## config.mk

```make
export PLATFORM = sky130hd
export DESIGN_NAME = isort_cell
export DESIGN_NICKNAME = d
export VERILOG_FILES = /design/src/rtl/isort_pkg.sv /design/src/rtl/isort_cell.sv
export SDC_FILE = /design/constraint.sdc
export NUM_CORES = 1
export LEC_CHECK = 0
export ABC_AREA = 1
export BUFFER_PORTS_ARGS = -buffer_cell sky130_fd_sc_hd__buf_2
export CAP_MARGIN = 20
export CORE_MARGIN = 1.5
export CORE_UTILIZATION = 49
export CTS_CLUSTER_SIZE = 30
export DETAILED_ROUTE_END_ITERATION = 10
export GPL_TIMING_DRIVEN = 0
export PLACE_DENSITY = 0.86
export SLEW_MARGIN = 20
export SYNTH_ARGS = -nofsm -noshare
export SYNTH_HDL_FRONTEND = slang
export SYNTH_SLANG_ARGS = --single-unit
```

## constraint.sdc

```tcl
create_clock -name clk -period 6.7 [get_ports clk]
set_clock_uncertainty 0.1 [all_clocks]
set_input_delay 0 -clock clk [delete_from_list [all_inputs] [get_ports clk]]
set_output_delay 0 -clock clk [all_outputs]
set_load 0.01 [all_outputs]
```

## src/rtl/isort_pkg.sv

```systemverilog
// Package for the insertion sorter: data widths, default depth and the
// control bundle that the top level broadcasts to every cell. No dependencies.
`timescale 1ns / 1ps
`default_nettype none

package isort_pkg;

  localparam int VAL_W     = 32;
  localparam int DEPTH_DEF = 64;

  typedef logic signed [VAL_W-1:0] val_t;

  typedef struct packed {
    logic ins;
    logic drain;
    val_t value;
  } isort_ctl_t;

endpackage

`default_nettype wire

```

## src/rtl/isort_cell.sv

```systemverilog
// One cell of the insertion chain: holds one sorted entry and its valid bit.
// Depends on isort_pkg.
`timescale 1ns / 1ps
`default_nettype none

module isort_cell
  import isort_pkg::*;
(
  input  wire logic       clk,
  input  wire logic       rst_n,
  input  wire isort_ctl_t ctl,
  input  wire logic       left_here,
  input  wire val_t       left_val,
  input  wire logic       left_valid,
  input  wire val_t       right_val,
  input  wire logic       right_valid,
  output      logic       here,
  output      val_t       val,
  output      logic       valid
);

  val_t val_r;
  val_t val_nxt;
  logic valid_r;
  logic valid_nxt;

  // A cell is at or above the insertion point when it is empty or strictly
  // greater than the new value.
  assign here  = !valid_r || (val_r > ctl.value);
  assign val   = val_r;
  assign valid = valid_r;

  always_comb begin
    val_nxt   = val_r;
    valid_nxt = valid_r;
    if (ctl.drain) begin
      val_nxt   = right_val;
      valid_nxt = right_valid;
    end else if (ctl.ins) begin
      if (left_here) begin
        val_nxt   = left_val;
        valid_nxt = left_valid;
      end else if (here) begin
        val_nxt   = ctl.value;
        valid_nxt = 1'b1;
      end
    end
  end

  always_ff @(posedge clk) begin
    if (!rst_n) begin
      valid_r <= 1'b0;
    end else begin
      valid_r <= valid_nxt;
    end
  end

  always_ff @(posedge clk) begin
    val_r <= val_nxt;
  end

endmodule

`default_nettype wire
```

# ---- Word-level counts from Yosys, hierarchy flattened
# Cells that the tools add are included.
# W data, S select, Z words.
dict set report classes {
  magnitude_cmp 1
  mux 8
  n_reduce_logical 5
}
# operator n
set op_table {}
lappend op_table {{$mux W32} 4}
lappend op_table {{$gt A32 B32 Y1} 1}
lappend op_table {{$mux W1} 4}
lappend op_table {{$reduce_bool A3 Y1} 1}
lappend op_table {{$reduce_and A2 Y1} 1}
lappend op_table {{$reduce_bool A2 Y1} 1}
lappend op_table {{$logic_not A1 Y1} 1}
lappend op_table {{$logic_or A1 B1 Y1} 1}
dict set report word_totals {
  input_bits 103
  output_inout_bits 34
  register_bits 33
  elab_cells 16
}

# ---- Longest topological paths before layout
dict set report depth {
  depth_word 6
  ltp_mapped 20
  ltp_nobuf 20
}

# ---- Worst setup path before layout
# Ideal clock, no wire load.
dict set report synth_timing {
  path_kind {register -> register}
  start {reg val_r[31] (netlist: val[31])}
  end {reg val_r[0] (netlist: val[0]) (enable)}
  setup_time_ns 0.387
  t_arrival_ns 2.159
  period_less_slack_ns 2.646
  setup_slack_ns 4.054
  stages_incl_launch_ff 14
  required_ns 6.213
  n_path_buf 0
  path_cell_list {edfxtp_1 -> ha_1 -> nand2_1 -> nor2_2 -> nand2_2 -> nor2_2 -> nand2_1 -> nand2_1 -> nand2_1 -> nand2_1 -> nand2_2 -> nand3_2 -> nand2_1 -> inv_1}
}
dict set report synth_via {
  elab_chain_len 4
}
# item line
set synth_lines {}
lappend synth_lines {{start: declaration} isort_cell.sv:22} ;# val_t val_r;
lappend synth_lines {{start signal: assignment} isort_cell.sv:59} ;# val_r <= val_nxt;
lappend synth_lines {{$gt A32 B32 Y1} isort_cell.sv:29} ;# assign here = !valid_r || (val_r > ctl.value);
lappend synth_lines {{$logic_or A1 B1 Y1} isort_cell.sv:29}
lappend synth_lines {{$reduce_bool A3 Y1 (no source line)} n/a}
lappend synth_lines {{$reduce_and A2 Y1 (no source line)} n/a}
# Every way passes these cells.
# A chain may end at the register's enable or synchronous reset.

# ---- Worst setup path in the final report
dict set report layout_timing {
  start {reg val_r[23] (netlist: val[23])}
  end {reg val_r[31] (netlist: val[31]) (enable)}
}
# The elaborated chain is that of the path after synthesis.

==> impl_metrics.sql <==
INSERT INTO impl_metrics (metric_group, metric, value, unit) VALUES
('logic_synthesis', 'syn-mean-instance-area', '8.32', 'µm²'),
('timing', 'period_minus_slack', '2.76', 'ns'),
('place', 'finalWeightedCongestion', '0.790', ''),
('clock_network', 'cts_made_buffers', '5', ''),
('final_layout', 'area_growth_syn_to_layout', '59.4', '%'),
('global_route', 'globalRoute.totalOverflow', '0', ''),
('critical_path', 'cp_slowest_cell', 'sky130_fd_sc_hd__inv_2', ''),
('timing', 'setup-violations-final', '0', ''),
('global_route', 'first_global_vias', '3030', ''),
('final_layout', 'finished_layout_cell_area', '4020', 'µm²'),
('run', 'drv_cap', '0', ''),
('global_route', 'grt_start_max_net_pins', '33', ''),
('critical_path', 'critical_path.most_common_cell', 'sky130_fd_sc_hd__nand2_1', ''),
('clock_network', 'cts-resized-gates', '0', ''),
('drt', 'routedWlPerCell', '15.3', 'µm'),
('logic_synthesis', 'mappedNetlistArea', '2520', 'µm²'),
('critical_path', 'slowest_delay', '0.53', 'ns'),
('drt', 'viasPerCell', '5.44', ''),
('logic_synthesis', 'synth_cells', '303', ''),
('logic_synthesis', 'netlist.top_cell.by_area', 'sky130_fd_sc_hd__edfxtp_1', ''),
('final_layout', 'drive_above_1_share', '0.305', ''),
('timing', 'setup_slack', '3.94', 'ns'),
('logic_synthesis', 'synthXorXnorAreaFrac', '0', ''),
('logic_synthesis', 'synth_compound_area_frac', '0.135', ''),
('logic_synthesis', 'synth.yosys.seq_area_share', '0.389', ''),
('hold_path', 'hp-class', 'in2reg', ''),
('timing', 'max_freq', '363', 'MHz'),
('critical_path', 'worst_ep_arrival_time', '2.57', 'ns'),
('floorplan', 'die_width', '74.8', 'µm'),
('drt', 'drc_markers', '0', ''),
('logic_synthesis', 'mappedNetlistNets', '438', ''),
('floorplan', 'floorplan.initialDensity', '0.520', ''),
('floorplan', 'dieHeight', '74.8', 'µm'),
('place', 'placed_cell_area', '3280', 'µm²'),
('floorplan', 'io-pin-count', '137', ''),
('place', 'dpl_worst_slack', '4.03', 'ns'),
('floorplan', 'rows', '25', ''),
('logic_synthesis', 'async_reset_ff_frac', '0', ''),
('logic_synthesis', 'synth-seq-cells', '33', ''),
('logic_synthesis', 'muxShareOfSynthArea', '0', ''),
('clock_network', 'postCtsSetupRepairBufs', '0', ''),
('global_route', 'grt_first_pass_wirelength', '13.3', 'mm'),
('clock_network', 'tritoncts_num_sinks', '33', ''),
('timing', 'holdWs', '0.460', 'ns'),
('drt', 'final_antenna_net_count', '0', ''),
('logic_synthesis', 'post_synth_num_cell_types', '27', ''),
('critical_path', 'crit_chain', 'ha_1, nand2_1, nor2_1, nand4_1, nor2_2, nand2_1, nand2_1, nand2_1, nand2_1, nand2_2, nand3_2, nand2_1, inv_2', ''),
('run_status', 'run_status', 'finished, final reports clean', ''),
('critical_path', 'path_max_fanout', '32', ''),
('critical_path', 'cp-end-kind', 'flip-flop', ''),
('power', 'peakVddDrop', '0.107', 'mV'),
('clock_network', 'cts.htree.levels', '2', ''),
('timing', 'slew_violations', '0', ''),
('logic_synthesis', 'synth.top_cells.by_area', 'sky130_fd_sc_hd__edfxtp_1 (38%), sky130_fd_sc_hd__ha_1 (16%), sky130_fd_sc_hd__nand2_1 (11%)', ''),
('logic_synthesis', 'yosysTopAreaCellShare', '0.381', ''),
('logic_synthesis', 'post_synth_and_or_nand_nor_area_fraction', '0.228', ''),
('global_route', 'grtUsageTotal', '0.321', ''),
('clock_network', 'worstSkewPairLatency', '0.29', 'ns'),
('clock_network', 'root_driver', 'sky130_fd_sc_hd__clkbuf_8', ''),
('drt', 'detail_route.iter0.violations', '192', ''),
('critical_path', 'critPathKind', 'reg2reg', ''),
('critical_path', 'required', '6.52', 'ns'),
('critical_path', 'critPathTopFamily', 'simple AND/OR/NAND/NOR gates', ''),
('timing', 'rsz_0062_raised_after_global_routing', 'no', ''),
('clock_network', 'cts_hold_buf', '66', ''),
('timing', 'max_slew.worst_pin.slew', '0.723', 'ns'),
('clock_network', 'clockBufferDepth', '2', ''),
('logic_synthesis', 'ys.warnings.count', '0', ''),
('timing', 'final.period_utilization', '0.411', ''),
('critical_path', 'worstPathBufferInverterCount', '1', ''),
('place', 'port-buffer-count', '134', '');
kinds of logic after synthesis:
| logic type | Yosys count |
|---|---|
| buf+inv | 58 |
| simple gates | 130 |
| flops | 33 |
| compound gates | 50 |
| fa+ha+maj | 32 |
cells in the final DEF, fill, tap and decap left out:
cell type / n
sky130_fd_sc_hd__a21o_1: 1
sky130_fd_sc_hd__a21oi_1: 12
sky130_fd_sc_hd__a21oi_2: 1
sky130_fd_sc_hd__buf_1: 2
sky130_fd_sc_hd__buf_2: 135
sky130_fd_sc_hd__buf_4: 1
sky130_fd_sc_hd__clkbuf_1: 13
sky130_fd_sc_hd__clkbuf_8: 5
sky130_fd_sc_hd__dfxtp_1: 1
sky130_fd_sc_hd__diode_2: 1
sky130_fd_sc_hd__dlygate4sd3_1: 66
sky130_fd_sc_hd__edfxtp_1: 32
sky130_fd_sc_hd__ha_1: 32
sky130_fd_sc_hd__inv_1: 40
sky130_fd_sc_hd__inv_2: 3
sky130_fd_sc_hd__inv_4: 1
sky130_fd_sc_hd__nand2_1: 73
sky130_fd_sc_hd__nand2_2: 2
sky130_fd_sc_hd__nand3_1: 36
sky130_fd_sc_hd__nand3_2: 2
sky130_fd_sc_hd__nand4_1: 3
sky130_fd_sc_hd__nor2_1: 9
sky130_fd_sc_hd__nor2_2: 3
sky130_fd_sc_hd__nor3_2: 1
sky130_fd_sc_hd__o211ai_1: 31
sky130_fd_sc_hd__o21a_1: 1
sky130_fd_sc_hd__o21a_2: 1
sky130_fd_sc_hd__o21ai_0: 2
sky130_fd_sc_hd__o22ai_1: 1
sky130_fd_sc_hd__or2_2: 1
area by class of cell:
class,count,area [µm²]
clock buffer,8,80.1
tap,67,83.8
antenna,1,2.50
buffer,14,57.6
timing repair buffer,200,1330
fill,285,828
multi-input combinational,212,1320
inverter,44,168
sequential,33,981
sequential cells by signal, indices dropped and copies added (netlist names):
| name | flops |
|---|---|
| val | 32 |
| valid | 1 |
synth_stat cells, drive strengths merged (2+ instances only):
cell type / instances
clkbuf: 10
o21ai: 2
nor2: 12
nand4: 3
edfxtp: 32
nand2: 75
ha: 32
a21oi: 13
o211ai: 31
o21a: 2
inv: 44
buf: 4
nand3: 38
metrics by stage:
step                instances  power, mW
floorplan                 303      0.380
global placement          504      0.452
detailed placement        504      0.458
CTS                       578      0.645
global route              578      0.686
finish                    579      0.656
layer usage:
| metal | part of all wire | up-vias | GRT usage | wire [µm] |
|---|---|---|---|---|
| met3 | 0.086 | 38 | 0.0629 | 762 |
| met5 | 0 | - | 0 | 0 |
| li1 | - | 1464 | - | - |
| met4 | 0.037 | 0 | 0.162 | 333 |
| met2 | 0.51 | 213 | 0.601 | 4510 |
| met1 | 0.37 | 1433 | 0.342 | 3280 |
report_power, final:
group	switching (mW)	internal [mW]
Sequential	0.0133	0.256
Clock	0.0774	0.0740
Combinational	0.119	0.116
path summary, 6_finish.rpt:
kind | start | endpoint | slack, ns | cells after the start
worst max-delay path | val[23]$_DFFE_PP_ | val[31]$_DFFE_PP_ | 3.94 | 13
worst min-delay path | ctl[0] | val[0]$_DFFE_PP_ | 0.46 | 4
worst max register to register | val[23]$_DFFE_PP_ | val[31]$_DFFE_PP_ | 3.94 | 13
worst min register to register | valid$_SDFFE_PN0P_ | val[16]$_DFFE_PP_ | 1.01 | 3
worst reg2reg max path: stages (launching register included):
cell and delay, ns:
sky130_fd_sc_hd__edfxtp_1 0.41, sky130_fd_sc_hd__ha_1 0.31, sky130_fd_sc_hd__nand2_1 0.08, sky130_fd_sc_hd__nor2_1 0.21
sky130_fd_sc_hd__nand4_1 0.17, sky130_fd_sc_hd__nor2_2 0.13, sky130_fd_sc_hd__nand2_1 0.08, sky130_fd_sc_hd__nand2_1 0.06
sky130_fd_sc_hd__nand2_1 0.05, sky130_fd_sc_hd__nand2_1 0.07, sky130_fd_sc_hd__nand2_2 0.06, sky130_fd_sc_hd__nand3_2 0.07
sky130_fd_sc_hd__nand2_1 0.06, sky130_fd_sc_hd__inv_2 0.53
No activity file was read; power rests on OpenSTA's default activity.
